<file path="src/sv/caf_pkg.sv">
package caf_pkg;

    // Field widths fixed by the sensor format and the angle format.
    localparam int RAW_W    = 16;
    localparam int ANGLE_W  = 32;
    localparam int HEAD_W   = 25;
    localparam int WEIGHT_W = 17;
    localparam int GAIN_W   = 16;
    localparam int CFG_W    = 25;
    localparam int CFG_IDX_W = 2;

    // Default parameter values.
    localparam int CORDIC_STEPS_DEF    = 16;
    localparam int ANGLE_FRAC_BITS_DEF = 16;

    // Arctangent table: atan(2^-i) in degrees, Q.20.
    localparam int TAB_LEN  = 24;
    localparam int TAB_FRAC = 20;
    localparam int TAB_W    = 27;
    localparam int TAB_IDX_W = 5;

    // Register map.
    localparam logic [CFG_IDX_W-1:0] REG_GYRO_STEP_GAIN        = 2'd0;
    localparam logic [CFG_IDX_W-1:0] REG_BLEND_WEIGHT          = 2'd1;
    localparam logic [CFG_IDX_W-1:0] REG_DECLINATION_OFFSET    = 2'd2;
    localparam logic [CFG_IDX_W-1:0] REG_HEADING_SMOOTH_WEIGHT = 2'd3;

    // Register reset values.
    localparam logic [GAIN_W-1:0]          GYRO_STEP_GAIN_RST        = 16'd1468;
    localparam logic [WEIGHT_W-1:0]        BLEND_WEIGHT_RST          = 17'd64225;
    localparam logic signed [CFG_W-1:0]    DECLINATION_OFFSET_RST    = 25'sd274110;
    localparam logic [WEIGHT_W-1:0]        HEADING_SMOOTH_WEIGHT_RST = 17'd55706;

    // Unity weight, Q1.16.
    localparam logic [WEIGHT_W-1:0] W_ONE = 17'd65536;

    typedef struct packed {
        logic signed [RAW_W-1:0] gyro_x;
        logic signed [RAW_W-1:0] gyro_y;
        logic signed [RAW_W-1:0] accel_x;
        logic signed [RAW_W-1:0] accel_y;
        logic signed [RAW_W-1:0] accel_z;
        logic signed [RAW_W-1:0] mag_x;
        logic signed [RAW_W-1:0] mag_y;
    } sample_t;

    typedef struct packed {
        logic signed [ANGLE_W-1:0] pitch_angle;
        logic signed [ANGLE_W-1:0] roll_angle;
        logic [HEAD_W-1:0]         yaw_angle;
        logic [HEAD_W-1:0]         heading_smoothed;
    } result_t;

    function automatic logic [TAB_W-1:0] atan_deg(input logic [TAB_IDX_W-1:0] idx);
        logic [TAB_W-1:0] v;
        case (idx)
            5'd0:    v = 27'd47185920;
            5'd1:    v = 27'd27855475;
            5'd2:    v = 27'd14718068;
            5'd3:    v = 27'd7471121;
            5'd4:    v = 27'd3750058;
            5'd5:    v = 27'd1876857;
            5'd6:    v = 27'd938658;
            5'd7:    v = 27'd469357;
            5'd8:    v = 27'd234682;
            5'd9:    v = 27'd117342;
            5'd10:   v = 27'd58671;
            5'd11:   v = 27'd29335;
            5'd12:   v = 27'd14668;
            5'd13:   v = 27'd7334;
            5'd14:   v = 27'd3667;
            5'd15:   v = 27'd1833;
            5'd16:   v = 27'd917;
            5'd17:   v = 27'd458;
            5'd18:   v = 27'd229;
            5'd19:   v = 27'd115;
            5'd20:   v = 27'd57;
            5'd21:   v = 27'd29;
            5'd22:   v = 27'd14;
            5'd23:   v = 27'd7;
            default: v = '0;
        endcase
        return v;
    endfunction

endpackage

</file>
<file path="src/sv/complementary_attitude_filter_unit.sv">
// Complementary attitude filter: pitch, roll and compass heading from one
// raw IMU sample (gyro x/y, accel x/y/z, mag x/y) per beat.
//
// Channels: sample (sample_valid / sample_stall) in, result (result_valid /
// result_stall) out. A beat moves when valid is high and stall is low.
// Registers are written through cfg_wen / cfg_index / cfg_wdata only while
// the block is idle: the user must keep to that, as the block does not
// enforce it. An index outside the map has no effect.
//
// The result beat is registered after the heading, pitch and roll atan2
// passes, the heading wrap and the eight multiply-accumulate ops. One
// sample is worked on at a time; a new one is taken only in idle. The pace
// is set by the single shared CORDIC stage, one rotation per cycle for
// three atan2 passes, and the single 34x18 multiplier for eight products.
//
// Reset clears the stored pitch, roll and smoothed heading, loads the
// register defaults and drops result_valid. A stalled result is held in the
// output register; the next sample is still taken and worked on, and its
// result waits until the held beat has gone.
module complementary_attitude_filter_unit #(
    parameter int CORDIC_STEPS    = caf_pkg::CORDIC_STEPS_DEF,
    parameter int ANGLE_FRAC_BITS = caf_pkg::ANGLE_FRAC_BITS_DEF
) (
    input  logic                            clk,
    input  logic                            rst_n,

    input  logic                            sample_valid,
    output logic                            sample_stall,
    input  caf_pkg::sample_t                sample,

    output logic                            result_valid,
    input  logic                            result_stall,
    output caf_pkg::result_t                result,

    input  logic                            cfg_wen,
    input  logic [caf_pkg::CFG_IDX_W-1:0]   cfg_index,
    input  logic [caf_pkg::CFG_W-1:0]       cfg_wdata
);

    // ---------------------------------------------------------------
    // Widths
    // ---------------------------------------------------------------
    localparam int IW = $clog2(CORDIC_STEPS);       // rotation counter
    localparam int CW = 27;                         // CORDIC x/y (raw << 8 plus growth)
    localparam int ZW = ANGLE_FRAC_BITS + 10;       // CORDIC angle, +-512 deg
    localparam int QX = 40;                         // angle rescale headroom
    localparam int HW = 27;                         // heading before wrap, signed
    localparam int MA = 34;                         // multiplier operand a
    localparam int MB = 18;                         // multiplier operand b
    localparam int PW = MA + MB;                    // product
    localparam int AW = PW + 2;                     // accumulator
    localparam int AW_ = caf_pkg::ANGLE_W;
    localparam int RAW_ARG_W = caf_pkg::RAW_W;

    // Table rounding from Q.20 to the CORDIC angle format.
    localparam int TS    = caf_pkg::TAB_FRAC - ANGLE_FRAC_BITS;
    localparam int T_RND = (1 << TS) >> 1;
    // Rescale of the CORDIC angle to Q16.16.
    localparam int Q_DN  = (ANGLE_FRAC_BITS >= 16) ? ANGLE_FRAC_BITS - 16 : 0;
    localparam int Q_UP  = (ANGLE_FRAC_BITS < 16) ? 16 - ANGLE_FRAC_BITS : 0;
    localparam logic signed [QX-1:0] Q_RND = QX'((1 << Q_DN) >> 1);

    localparam logic signed [ZW-1:0] Z180 = ZW'(180 * (1 << ANGLE_FRAC_BITS));

    localparam logic signed [HW-1:0] FULL_TURN = HW'(360 * 65536);
    localparam logic signed [HW-1:0] HALF_TURN = HW'(180 * 65536);

    localparam logic signed [AW-1:0] RND8  = AW'(128);
    localparam logic signed [AW-1:0] RND16 = AW'(32768);
    localparam logic signed [AW-1:0] SAT_HI = AW'(64'sd2147483647);
    localparam logic signed [AW-1:0] SAT_LO = -SAT_HI - AW'(1);

    // Sequencer states
    localparam logic [2:0] S_IDLE  = 3'd0;
    localparam logic [2:0] S_CINIT = 3'd1;
    localparam logic [2:0] S_CITER = 3'd2;
    localparam logic [2:0] S_CDONE = 3'd3;
    localparam logic [2:0] S_HWRAP = 3'd4;
    localparam logic [2:0] S_MUL   = 3'd5;
    localparam logic [2:0] S_ACC   = 3'd6;
    localparam logic [2:0] S_OUT   = 3'd7;

    // atan2 passes
    localparam logic [1:0] PASS_HEAD  = 2'd0;
    localparam logic [1:0] PASS_PITCH = 2'd1;
    localparam logic [1:0] PASS_ROLL  = 2'd2;

    // Multiply-accumulate ops
    localparam logic [2:0] OP_GYRO_P   = 3'd0;  // old pitch + gyro_x * gain
    localparam logic [2:0] OP_GYRO_R   = 3'd1;  // old roll + gyro_y * gain
    localparam logic [2:0] OP_BLEND_PM = 3'd2;  // pitch meas * w
    localparam logic [2:0] OP_BLEND_PA = 3'd3;  //   + accel pitch * (1 - w)
    localparam logic [2:0] OP_BLEND_RM = 3'd4;
    localparam logic [2:0] OP_BLEND_RA = 3'd5;
    localparam logic [2:0] OP_SMOOTH_S = 3'd6;  // old smoothed * wh
    localparam logic [2:0] OP_SMOOTH_H = 3'd7;  //   + heading * (1 - wh)

    localparam logic [1:0] WRAP_LAST = 2'd2;    // two wraps, then fold

    // ---------------------------------------------------------------
    // Configuration registers
    // ---------------------------------------------------------------
    logic [caf_pkg::GAIN_W-1:0]        gain_reg;
    logic [caf_pkg::WEIGHT_W-1:0]      blend_w_reg;
    logic signed [caf_pkg::CFG_W-1:0]  decl_reg;
    logic [caf_pkg::WEIGHT_W-1:0]      smooth_w_reg;

    always_ff @(posedge clk or negedge rst_n)
    begin
        if (!rst_n)
        begin
            gain_reg     <= caf_pkg::GYRO_STEP_GAIN_RST;
            blend_w_reg  <= caf_pkg::BLEND_WEIGHT_RST;
            decl_reg     <= caf_pkg::DECLINATION_OFFSET_RST;
            smooth_w_reg <= caf_pkg::HEADING_SMOOTH_WEIGHT_RST;
        end
        else if (cfg_wen)
        begin
            unique case (cfg_index)
                caf_pkg::REG_GYRO_STEP_GAIN:
                    gain_reg <= cfg_wdata[caf_pkg::GAIN_W-1:0];
                caf_pkg::REG_BLEND_WEIGHT:
                    blend_w_reg <= cfg_wdata[caf_pkg::WEIGHT_W-1:0];
                caf_pkg::REG_DECLINATION_OFFSET:
                    decl_reg <= signed'(cfg_wdata);
                caf_pkg::REG_HEADING_SMOOTH_WEIGHT:
                    smooth_w_reg <= cfg_wdata[caf_pkg::WEIGHT_W-1:0];
                default:
                    ;
            endcase
        end
    end

    // Weights above one act as one.
    logic [caf_pkg::WEIGHT_W-1:0] wb;
    logic [caf_pkg::WEIGHT_W-1:0] wb_rest;
    logic [caf_pkg::WEIGHT_W-1:0] wh;
    logic [caf_pkg::WEIGHT_W-1:0] wh_rest;

    assign wb      = (blend_w_reg > caf_pkg::W_ONE) ? caf_pkg::W_ONE : blend_w_reg;
    assign wb_rest = caf_pkg::W_ONE - wb;
    assign wh      = (smooth_w_reg > caf_pkg::W_ONE) ? caf_pkg::W_ONE : smooth_w_reg;
    assign wh_rest = caf_pkg::W_ONE - wh;

    // ---------------------------------------------------------------
    // Sequencer and datapath registers
    // ---------------------------------------------------------------
    logic [2:0]                  state_reg,  state_next;
    logic [1:0]                  pass_reg,   pass_next;
    logic [IW-1:0]               cnt_reg,    cnt_next;
    logic [1:0]                  wcnt_reg,   wcnt_next;
    logic [2:0]                  op_reg,     op_next;
    logic                        res_valid_reg, res_valid_next;
    logic signed [AW_-1:0]       pitch_store_reg, pitch_store_next;
    logic signed [AW_-1:0]       roll_store_reg,  roll_store_next;
    logic [caf_pkg::HEAD_W-1:0]  smooth_store_reg, smooth_store_next;

    caf_pkg::sample_t            sample_reg, sample_next;
    logic signed [CW-1:0]        x_reg, x_next;
    logic signed [CW-1:0]        y_reg, y_next;
    logic signed [ZW-1:0]        z_reg, z_next;
    logic                        zero_reg, zero_next;
    logic signed [HW-1:0]        head_reg, head_next;
    logic signed [AW_-1:0]       pacc_reg, pacc_next;
    logic signed [AW_-1:0]       racc_reg, racc_next;
    logic signed [MA-1:0]        meas_p_reg, meas_p_next;
    logic signed [MA-1:0]        meas_r_reg, meas_r_next;
    logic signed [PW-1:0]        prod_reg, prod_next;
    logic signed [AW-1:0]        acc_reg, acc_next;
    caf_pkg::result_t            result_reg, result_next;

    // Shared CORDIC stage: one rotation per cycle.
    logic signed [CW-1:0]        dx, dy;
    logic [caf_pkg::TAB_W-1:0]   tab_ent;
    logic [caf_pkg::TAB_W:0]     t_wide;
    logic signed [ZW-1:0]        t_step;

    assign dx      = y_reg >>> cnt_reg;
    assign dy      = x_reg >>> cnt_reg;
    assign tab_ent = caf_pkg::atan_deg(caf_pkg::TAB_IDX_W'(cnt_reg));
    assign t_wide  = ({1'b0, tab_ent} + (caf_pkg::TAB_W + 1)'(T_RND)) >> TS;
    assign t_step  = signed'(ZW'(t_wide));

    // CORDIC angle to Q16.16, zero vector gives zero.
    logic signed [QX-1:0]        q_wide;
    logic signed [AW_-1:0]       q_angle;

    assign q_wide  = ((QX'(z_reg) + Q_RND) >>> Q_DN) <<< Q_UP;
    assign q_angle = zero_reg ? '0 : AW_'(q_wide);

    // Shared multiplier, registered before accumulation.
    logic signed [MA-1:0]        mul_a;
    logic signed [MB-1:0]        mul_b;
    logic signed [PW-1:0]        mul_p;

    assign mul_p = mul_a * mul_b;

    // Accumulator read-outs.
    logic signed [AW-1:0]        acc_sh16;
    logic signed [AW_-1:0]       acc_sat;
    logic signed [MA-1:0]        acc_meas;

    assign acc_sh16 = acc_reg >>> 16;
    assign acc_meas = MA'(acc_reg >>> 8);

    always_comb
    begin
        if (acc_sh16 > SAT_HI)
            acc_sat = AW_'(SAT_HI);
        else if (acc_sh16 < SAT_LO)
            acc_sat = AW_'(SAT_LO);
        else
            acc_sat = AW_'(acc_sh16);
    end

    // Handshakes
    logic sample_take;
    logic result_free;

    assign sample_stall = (state_reg != S_IDLE);
    assign sample_take  = sample_valid && !sample_stall;
    assign result_free  = !res_valid_reg || !result_stall;
    assign result_valid = res_valid_reg;
    assign result       = result_reg;

    always_comb
    begin
        logic signed [RAW_ARG_W-1:0] raw_x;
        logic signed [RAW_ARG_W-1:0] raw_y;
        logic signed [CW-1:0]        xs;
        logic signed [CW-1:0]        ys;

        state_next        = state_reg;
        pass_next         = pass_reg;
        cnt_next          = cnt_reg;
        wcnt_next         = wcnt_reg;
        op_next           = op_reg;
        res_valid_next    = res_valid_reg;
        pitch_store_next  = pitch_store_reg;
        roll_store_next   = roll_store_reg;
        smooth_store_next = smooth_store_reg;
        sample_next       = sample_reg;
        x_next            = x_reg;
        y_next            = y_reg;
        z_next            = z_reg;
        zero_next         = zero_reg;
        head_next         = head_reg;
        pacc_next         = pacc_reg;
        racc_next         = racc_reg;
        meas_p_next       = meas_p_reg;
        meas_r_next       = meas_r_reg;
        prod_next         = prod_reg;
        acc_next          = acc_reg;
        result_next       = result_reg;
        mul_a             = '0;
        mul_b             = '0;
        raw_x             = '0;
        raw_y             = '0;
        xs                = '0;
        ys                = '0;

        if (res_valid_reg && !result_stall)
            res_valid_next = 1'b0;

        unique case (state_reg)
            S_IDLE:
            begin
                if (sample_take)
                begin
                    sample_next = sample;
                    pass_next   = PASS_HEAD;
                    state_next  = S_CINIT;
                end
            end

            S_CINIT:
            begin
                // atan2(y, x): heading (mag_x, mag_y), pitch (accel_y, accel_z),
                // roll (accel_x, accel_z)
                unique case (pass_reg)
                    PASS_HEAD:
                    begin
                        raw_y = sample_reg.mag_x;
                        raw_x = sample_reg.mag_y;
                    end
                    PASS_PITCH:
                    begin
                        raw_y = sample_reg.accel_y;
                        raw_x = sample_reg.accel_z;
                    end
                    default:
                    begin
                        raw_y = sample_reg.accel_x;
                        raw_x = sample_reg.accel_z;
                    end
                endcase
                xs        = CW'(raw_x) <<< 8;
                ys        = CW'(raw_y) <<< 8;
                zero_next = (raw_x == '0) && (raw_y == '0);
                if (xs < 0)
                begin
                    // Left half-plane: pre-rotate by 180 degrees.
                    x_next = -xs;
                    y_next = -ys;
                    z_next = (ys >= 0) ? Z180 : -Z180;
                end
                else
                begin
                    x_next = xs;
                    y_next = ys;
                    z_next = '0;
                end
                cnt_next   = '0;
                state_next = S_CITER;
            end

            S_CITER:
            begin
                if (!y_reg[CW-1])
                begin
                    x_next = x_reg + dx;
                    y_next = y_reg - dy;
                    z_next = z_reg + t_step;
                end
                else
                begin
                    x_next = x_reg - dx;
                    y_next = y_reg + dy;
                    z_next = z_reg - t_step;
                end
                if (cnt_reg == IW'(CORDIC_STEPS - 1))
                    state_next = S_CDONE;
                else
                    cnt_next = cnt_reg + 1'b1;
            end

            S_CDONE:
            begin
                unique case (pass_reg)
                    PASS_HEAD:
                    begin
                        head_next  = HW'(q_angle) + HW'(decl_reg);
                        wcnt_next  = '0;
                        state_next = S_HWRAP;
                    end
                    PASS_PITCH:
                    begin
                        pacc_next  = q_angle;
                        pass_next  = PASS_ROLL;
                        state_next = S_CINIT;
                    end
                    default:
                    begin
                        racc_next  = q_angle;
                        op_next    = OP_GYRO_P;
                        state_next = S_MUL;
                    end
                endcase
            end

            S_HWRAP:
            begin
                if (wcnt_reg == WRAP_LAST)
                begin
                    // fold by half a turn
                    if (head_reg <= HALF_TURN)
                        head_next = head_reg + HALF_TURN;
                    else
                        head_next = head_reg - HALF_TURN;
                    pass_next  = PASS_PITCH;
                    state_next = S_CINIT;
                end
                else
                begin
                    if (head_reg < 0)
                        head_next = head_reg + FULL_TURN;
                    else if (head_reg > FULL_TURN)
                        head_next = head_reg - FULL_TURN;
                    wcnt_next = wcnt_reg + 1'b1;
                end
            end

            S_MUL:
            begin
                // Each op that starts a new sum, but the first, also picks up what the previous sum left in acc.
                unique case (op_reg)
                    OP_GYRO_P:
                    begin
                        acc_next = (AW'(pitch_store_reg) <<< 8) + RND8;
                        mul_a    = MA'(sample_reg.gyro_x);
                        mul_b    = MB'(gain_reg);
                    end
                    OP_GYRO_R:
                    begin
                        meas_p_next = acc_meas;
                        acc_next    = (AW'(roll_store_reg) <<< 8) + RND8;
                        mul_a       = MA'(sample_reg.gyro_y);
                        mul_b       = MB'(gain_reg);
                    end
                    OP_BLEND_PM:
                    begin
                        meas_r_next = acc_meas;
                        acc_next    = RND16;
                        mul_a       = meas_p_reg;
                        mul_b       = MB'(wb);
                    end
                    OP_BLEND_PA:
                    begin
                        mul_a = MA'(pacc_reg);
                        mul_b = MB'(wb_rest);
                    end
                    OP_BLEND_RM:
                    begin
                        pitch_store_next = acc_sat;
                        acc_next         = RND16;
                        mul_a            = meas_r_reg;
                        mul_b            = MB'(wb);
                    end
                    OP_BLEND_RA:
                    begin
                        mul_a = MA'(racc_reg);
                        mul_b = MB'(wb_rest);
                    end
                    OP_SMOOTH_S:
                    begin
                        roll_store_next = acc_sat;
                        acc_next        = RND16;
                        mul_a           = MA'(smooth_store_reg);
                        mul_b           = MB'(wh);
                    end
                    default:
                    begin
                        mul_a = MA'(head_reg);
                        mul_b = MB'(wh_rest);
                    end
                endcase
                prod_next  = mul_p;
                state_next = S_ACC;
            end

            S_ACC:
            begin
                acc_next = acc_reg + AW'(prod_reg);
                if (op_reg == OP_SMOOTH_H)
                    state_next = S_OUT;
                else
                begin
                    op_next    = op_reg + 1'b1;
                    state_next = S_MUL;
                end
            end

            default:
            begin
                // S_OUT: wait for a free output register
                if (result_free)
                begin
                    smooth_store_next            = acc_reg[caf_pkg::HEAD_W+15:16];
                    result_next.pitch_angle      = pitch_store_reg;
                    result_next.roll_angle       = roll_store_reg;
                    result_next.yaw_angle        = head_reg[caf_pkg::HEAD_W-1:0];
                    result_next.heading_smoothed = acc_reg[caf_pkg::HEAD_W+15:16];
                    res_valid_next               = 1'b1;
                    state_next                   = S_IDLE;
                end
            end
        endcase
    end

    always_ff @(posedge clk or negedge rst_n)
    begin
        if (!rst_n)
        begin
            state_reg        <= S_IDLE;
            pass_reg         <= PASS_HEAD;
            cnt_reg          <= '0;
            wcnt_reg         <= '0;
            op_reg           <= OP_GYRO_P;
            res_valid_reg    <= 1'b0;
            pitch_store_reg  <= '0;
            roll_store_reg   <= '0;
            smooth_store_reg <= '0;
        end
        else
        begin
            state_reg        <= state_next;
            pass_reg         <= pass_next;
            cnt_reg          <= cnt_next;
            wcnt_reg         <= wcnt_next;
            op_reg           <= op_next;
            res_valid_reg    <= res_valid_next;
            pitch_store_reg  <= pitch_store_next;
            roll_store_reg   <= roll_store_next;
            smooth_store_reg <= smooth_store_next;
        end
    end

    always_ff @(posedge clk)
    begin
        sample_reg <= sample_next;
        x_reg      <= x_next;
        y_reg      <= y_next;
        z_reg      <= z_next;
        zero_reg   <= zero_next;
        head_reg   <= head_next;
        pacc_reg   <= pacc_next;
        racc_reg   <= racc_next;
        meas_p_reg <= meas_p_next;
        meas_r_reg <= meas_r_next;
        prod_reg   <= prod_next;
        acc_reg    <= acc_next;
        result_reg <= result_next;
    end

endmodule

</file>
<file path="config.mk">
export PLATFORM = sky130hd
export DESIGN_NAME = complementary_attitude_filter_unit
export DESIGN_NICKNAME = d
export VERILOG_FILES = /design/src/sv/caf_pkg.sv /design/src/sv/complementary_attitude_filter_unit.sv
export SDC_FILE = /design/constraint.sdc
export NUM_CORES = 2
export LEC_CHECK = 0
export BUFFER_PORTS_ARGS = -buffer_cell sky130_fd_sc_hd__buf_4
export CAP_MARGIN = 0
export CORE_MARGIN = 2
export CORE_UTILIZATION = 45
export CTS_BUF_LIST = sky130_fd_sc_hd__clkbuf_2 sky130_fd_sc_hd__clkbuf_4 sky130_fd_sc_hd__clkbuf_8
export DETAILED_ROUTE_END_ITERATION = 7
export SLEW_MARGIN = 20
export SYNTH_ARGS = -nofsm -noshare
export SYNTH_HDL_FRONTEND = slang
export SYNTH_SLANG_ARGS = --single-unit
</file>
<file path="constraint.sdc">
create_clock -name clk -period 9.9 [get_ports clk]
set_clock_uncertainty 0.2 [all_clocks]
set_input_delay 0.99 -clock clk [delete_from_list [all_inputs] [get_ports clk]]
set_output_delay 0.99 -clock clk [all_outputs]
set_load 0.02 [all_outputs]
</file>
# ---- Word-level counts from Yosys, hierarchy flattened
# Memory sizes are Yosys's and may differ from the RTL's.
# Cells that the tools add are included.
dict set report totals {
  reg_bits 751
  rom_bits 416
  input_bits 144
  output_inout_bits 116
  n_memories 1
}
# name depth word_bits rd rd_clocked_by_memory_dff write_ports line_no
set mem_list {}
lappend mem_list {{(name not given)} 16 26 1 0 0 caf_pkg.sv:56} ;# case (idx)
dict set report classes {
  add_sub_neg 22
  multipliers 1
  n_lt_le_gt_ge 9
  n_eq_ne 30
  n_shift 2
  muxes 53
  n_bitwise 2
  n_reduce_logical 45
}
# cell n
set op_table {}
lappend op_table {{27-bit 2-to-1 mux} 9}
lappend op_table {{34-bit one-hot mux with 7 select lines} 1}
lappend op_table {{27-bit one-hot mux with 2 select lines} 3}
lappend op_table {{54-bit one-hot mux with 3 select lines} 1}
lappend op_table {{54-bit one-hot mux with 2 select lines} 1}
lappend op_table {{32-bit 2-to-1 mux} 3}
lappend op_table {{40-bit by 9-bit adder with 41-bit output (second input constant)} 2}
lappend op_table {{26-bit 2-to-1 mux} 3}
lappend op_table {{17-bit one-hot mux with 4 select lines} 1}
lappend op_table {{27-bit adder} 2}
lappend op_table {{54-bit by 52-bit adder with 54-bit output} 1}
lappend op_table {{24-bit negation with 27-bit output} 2}
lappend op_table {{27-bit by 4-bit >>> shifter with 27-bit output} 2}
lappend op_table {{27-bit subtractor} 2}
lappend op_table {{34-bit by 18-bit multiplier with 52-bit output} 1}
lappend op_table {{26-bit one-hot mux with 2 select lines} 1}
lappend op_table {{17-bit 2-to-1 mux} 3}
lappend op_table {{16-bit 2-to-1 mux} 3}
lappend op_table {{38-bit by 32-bit greater-than comparator with 1-bit output (second input constant)} 1}
lappend op_table {{38-bit by 32-bit < comparator with 1-bit output (second input constant)} 1}
lappend op_table {{17-bit greater-than comparator (second input constant)} 2}
lappend op_table {{34-bit 2-to-1 mux} 1}
lappend op_table {{17-bit subtractor (first input constant)} 2}
lappend op_table {{16-bit zero test} 2}
lappend op_table {{other kinds (51)} 114}

# ---- Logic depth before layout (Yosys ltp)
dict set report logic_depth {
  word_depth 7
  mapped_depth 40
  depth_no_buf 36
}

# ---- Worst setup path before layout
# No wires, ideal clock.
dict set report synth_timing {
  path_type {register to register}
  start {register op_reg[1]}
  end {register prod_reg[47], data pin}
  t_arrival_ps 9005
  required_ps 9441
  path_slack_ps 436
  path_stages_with_launch 38
  n_path_buf 4
  synth_period_minus_slack_ps 9464
  path_cell_list {dfrtp_1 inv_1 ha_1 clkbuf_1 mux2i_4 and2_1 clkbuf_1 a22oi_1 ha_1 nand2_1 a311oi_1 and4_1 nand3_1 xor2_1 o21ai_0 clkbuf_1 clkbuf_1 nand2_1 [2 not listed] fa_1 fa_1 fa_1 fa_1 inv_1 fa_1 inv_1 ha_1 a211oi_1 o21ai_0 a221oi_1 o21ai_0 a21oi_1 o21ai_0 o31ai_1 o21bai_1 a21oi_1 xnor2_1}
}
dict set report synth_via {
  elab_chain_cells 5
  elab_cells_between_ends 15
  cone_classes {mul: 1; eq/ne: 6; mux: 4; reduce/logical: 4}
}
# item line_no
set synth_rtl {}
lappend synth_rtl {{from (decl)} complementary_attitude_filter_unit.sv:152} ;# logic [2:0] op_reg, op_next;
lappend synth_rtl {{from (signal assigned)} complementary_attitude_filter_unit.sv:490} ;# op_reg <= op_next;
lappend synth_rtl {{3-bit equality test (tied with other cells)} complementary_attitude_filter_unit.sv:386} ;# unique case (op_reg)
lappend synth_rtl {{2-bit OR reduction (no line)} n/a}
lappend synth_rtl {{17-bit one-hot mux with 4 select lines} complementary_attitude_filter_unit.sv:386}
lappend synth_rtl {{17-bit 2-to-1 mux} complementary_attitude_filter_unit.sv:265} ;# unique case (state_reg)
lappend synth_rtl {{34-bit by 18-bit multiplier with 52-bit output (*)} complementary_attitude_filter_unit.sv:196} ;# assign mul_p = mul_a * mul_b;
lappend synth_rtl {{named net mul_p[47]} complementary_attitude_filter_unit.sv:194} ;# logic signed [PW-1:0] mul_p;
lappend synth_rtl {{to (signal assigned)} complementary_attitude_filter_unit.sv:510} ;# prod_reg <= prod_next;
lappend synth_rtl {{to (decl)} complementary_attitude_filter_unit.sv:168} ;# logic signed [PW-1:0] prod_reg, prod_next;
# The timed path passes the listed nets; every way through them passes the cells marked *.
# A chain may end at the register's enable or synchronous reset.

# ---- Final worst setup path
dict set report layout_timing {
  start {register op_reg[1]}
  end {register prod_reg[25], data pin}
}
# The elaborated chain is that of the path after synthesis.

==> flow_metrics.env <==
export IMPL_outcome="finished, violations left"
export IMPL_violations="design-rule violations"
export IMPL_end_kind="register"
export IMPL_clock_fmax_ghz=0.1047
export IMPL_power_frac_comb_pct=63.9
export IMPL_antenna_found_initial=13
export IMPL_critPathMaxStageDelay_ns=0.57
export IMPL_ys_seq_area_share_pct=34.60
export IMPL_maxCapViolations=0
export IMPL_swShare_pct=49.47
export IMPL_power_switching_mw=11.63
export IMPL_fin_crit_ns=9.554
export IMPL_cts_sinks=739
export IMPL_die_h_um=374.2
export IMPL_yosys_warnings=0
export IMPL_drive_above_1_share_pct=14.47
export IMPL_cp_required_ns=10.45
export IMPL_hp_class="in2reg"
export IMPL_worst_hold_slack_ns=0.07106
export IMPL_worst_slew_pin_transition_ns=1.098
export IMPL_die_w_um=374.2
export IMPL_initial_core_util_pct=45.42
export IMPL_seqPwrFrac_pct=23.3
export IMPL_die_area_um2=140000
export IMPL_synth_edf_count=560
export IMPL_totalPowerFinal_mw=23.51
export IMPL_io_pins=260
export IMPL_layout_common_cells="714 x inv_1, 673 x nand2_1, 560 x edfxtp_1, 556 x fa_1, 528 x nor2_1"
export IMPL_route_detailed_drc=6
export IMPL_cp_start_kind="register"
export IMPL_period_share_pct=96.50
export IMPL_powerDensity_nw_per_um2=339.3
export IMPL_ir_drop_mv=0.4115
export IMPL_first_iter_violations=4241
export IMPL_dp_hpwl_mm=152.8
export IMPL_critPathSlowestCell="fa_1"
export IMPL_cts_buffer_depth=3
export IMPL_viasPerCell=5.754
export IMPL_ant_nets=0
export IMPL_area_growth_pct=12.33
export IMPL_syn_nets=7114
export IMPL_grt_pass1_wl_mm=298.1
export IMPL_cp_max_fo=13
export IMPL_fill_cells=12570
export IMPL_dr_wl_met3_mm=13.49
export IMPL_syn_avg_cell_area_um2=10.10
export IMPL_grt_ovfl_total=0
export IMPL_slew_violations=0
export IMPL_syn_area_um2=61680
export IMPL_nNetsFinal=7420
export IMPL_clk_pin_slew_ns=0.06
export IMPL_slew_headroom_pct=26.38
export IMPL_wl_met1_mm=81.69
export IMPL_internal_power_mw=11.88
export IMPL_finalHoldViolations=0
export IMPL_clk_insertion_delay_late_ns=0.90
export IMPL_largest_register_ff_count=114
export IMPL_htree_num_levels=4
export IMPL_cts_root_buf="clkbuf_8"
export IMPL_wl_per_cell_um=23.76
export IMPL_routed_wl_mm=197.2
export IMPL_synthDistinctLibCells=92
export IMPL_syn_inst=6104
export IMPL_cts_buffers=133
export IMPL_layout_cells_most_common="inv_1"
export IMPL_grt_start_max_net_pins=100
export IMPL_ys_ff_latch=739
export IMPL_ys_async_sr_fraction_pct=24.22
export IMPL_gp_congestion=0.9572
export IMPL_vias=47770
export IMPL_port_buffers=259
export IMPL_highest_layer="met4"
export IMPL_arrival_ns=10.11
export IMPL_track_usage_pct=28.06
export IMPL_synthFlopType="edfxtp_1"
export IMPL_path_buf_inv=7
export IMPL_dr_pass1_iters=8
export IMPL_placementRows=135
export IMPL_dr_wl_met2_mm=93.41
export IMPL_crit_top_cell="fa_1"
export IMPL_p_leak_nw=29.86
export IMPL_cts_tree="done"
export IMPL_pwr_share_clk_pct=12.8
export IMPL_setup_viol=0
export IMPL_grt_pass1_vias=47960
export IMPL_cpLargestDelayFamily="adder cells"
export IMPL_critPathKind="reg2reg"
export IMPL_core_area_um2=135800
[power groups by stage]
stage                     registers [mW]  clock network [mW]  logic, mW
after floorplan                     5.14                   0       10.5
after global placement              5.50                   0       14.6
after detailed placement            5.50                   0       14.8
after CTS                           5.46                3.09       14.9
after global routing                5.55                3.21       16.4
final                               5.48                3.02       15.0
[timing repair]
| action | in CTS | in global routing |
|---|---|---|
| pin swaps | 0 | 3 |
| hold endpoints to repair | 89 | 0 |
| hold buffers | 28 | 0 |
| resized for setup | 1 | 12 |
| setup buffers | 0 | 7 |
| gates cloned | 0 | 1 |
| endpoints found under the setup margin | 3 | 18 |
[routing by layer]
layer,vias up,GRT usage [%]
met5,-,0
met1,23970,37.32
met4,0,11.84
met2,1765,45.68
li1,21640,-
met3,397,4.395
[through the flow]
stage | cells | TNS, ns | cell area, um2 | worst slack (ns) | utilization (%)
CTS | 8290 | 0 | 69160 | 0.05675 | 50.93
global placement | 8020 | 0 | 66110 | 0.09705 | 48.68
finish | 8302 | 0 | 69290 | 0.3464 | 51.02
floorplan | 6104 | 0 | 61680 | 0.4356 | -
detailed placement | 8020 | -0.2175 | 66110 | -0.09919 | 48.68
global route | 8302 | -0.03384 | 69290 | -0.03384 | 51.02
[final cells by class]
cell class | count | area [um2] | share of cell area [%]
Tap cell | 1781 | 2228 | 3.216
Inverter | 720 | 2710 | 3.911
Timing Repair Buffer | 453 | 3493 | 5.042
Clock buffer | 194 | 2376 | 3.429
Multi-Input combinational cell | 4363 | 36730 | 53.01
Sequential cell | 739 | 21350 | 30.81
Antenna cell | 4 | 10.01 | 0.01445
Clock inverter | 48 | 390.4 | 0.5634
[synthesized netlist by cell type, drive strengths merged, types with 51 or more instances]
library cell	count	area, um2
a21o	81	608.1
a21oi	374	1872
a221oi	53	470.5
and2	75	469.2
clkbuf	235	882.1
dfrtp	142	3553
edfxtp	560	16820
fa	556	11130
ha	310	3879
inv	719	2699
mux2	111	1250
mux2i	90	920.9
mux4	51	1190
nand2	676	2537
nand3	78	395.4
nor2	534	2004
nor2b	72	450.4
nor3	66	340.3
o21ai	309	1546
xnor2	178	1559
xor2	113	989.7
[worst paths after layout]
| check | slack [ns] | endpoint | from | cells past startpoint |
|---|---|---|---|---|
| worst max-delay path | 0.35 | prod_reg[25]$_DFFE_PP_ | op_reg[1]$_DFFE_PN0P_ | 35 |
| worst min-delay path | 0.07 | sample_reg[100]$_DFFE_PP_ | sample[100] | 1 |
| worst max register to register | 0.35 | prod_reg[25]$_DFFE_PP_ | op_reg[1]$_DFFE_PN0P_ | 35 |
| worst min register to register | 0.25 | result[62]$_DFFE_PP_ | roll_store_reg[12]$_DFFE_PN0P_ | 0 |
| max in group asynchronous | 6.81 | wcnt_reg[0]$_DFFE_PN0P_ | rst_n | 4 |
| min in group asynchronous | 0.47 | roll_store_reg[0]$_DFFE_PN0P_ | rst_n | 2 |
[cell families (layout without fill, tap and decap cells)]
group	Yosys count	count (layout)	share of synthesized area, %
fa+ha+maj	866	866	24.33
compound gates	1234	1234	12.79
xor+xnor	291	291	4.132
flops	739	739	34.60
simple gates	1719	1719	12.43
mux	252	253	5.449
buf+inv	1003	1415	6.262
other cells	0	4	0
Note: power is estimated with default switching activity, not from simulation.
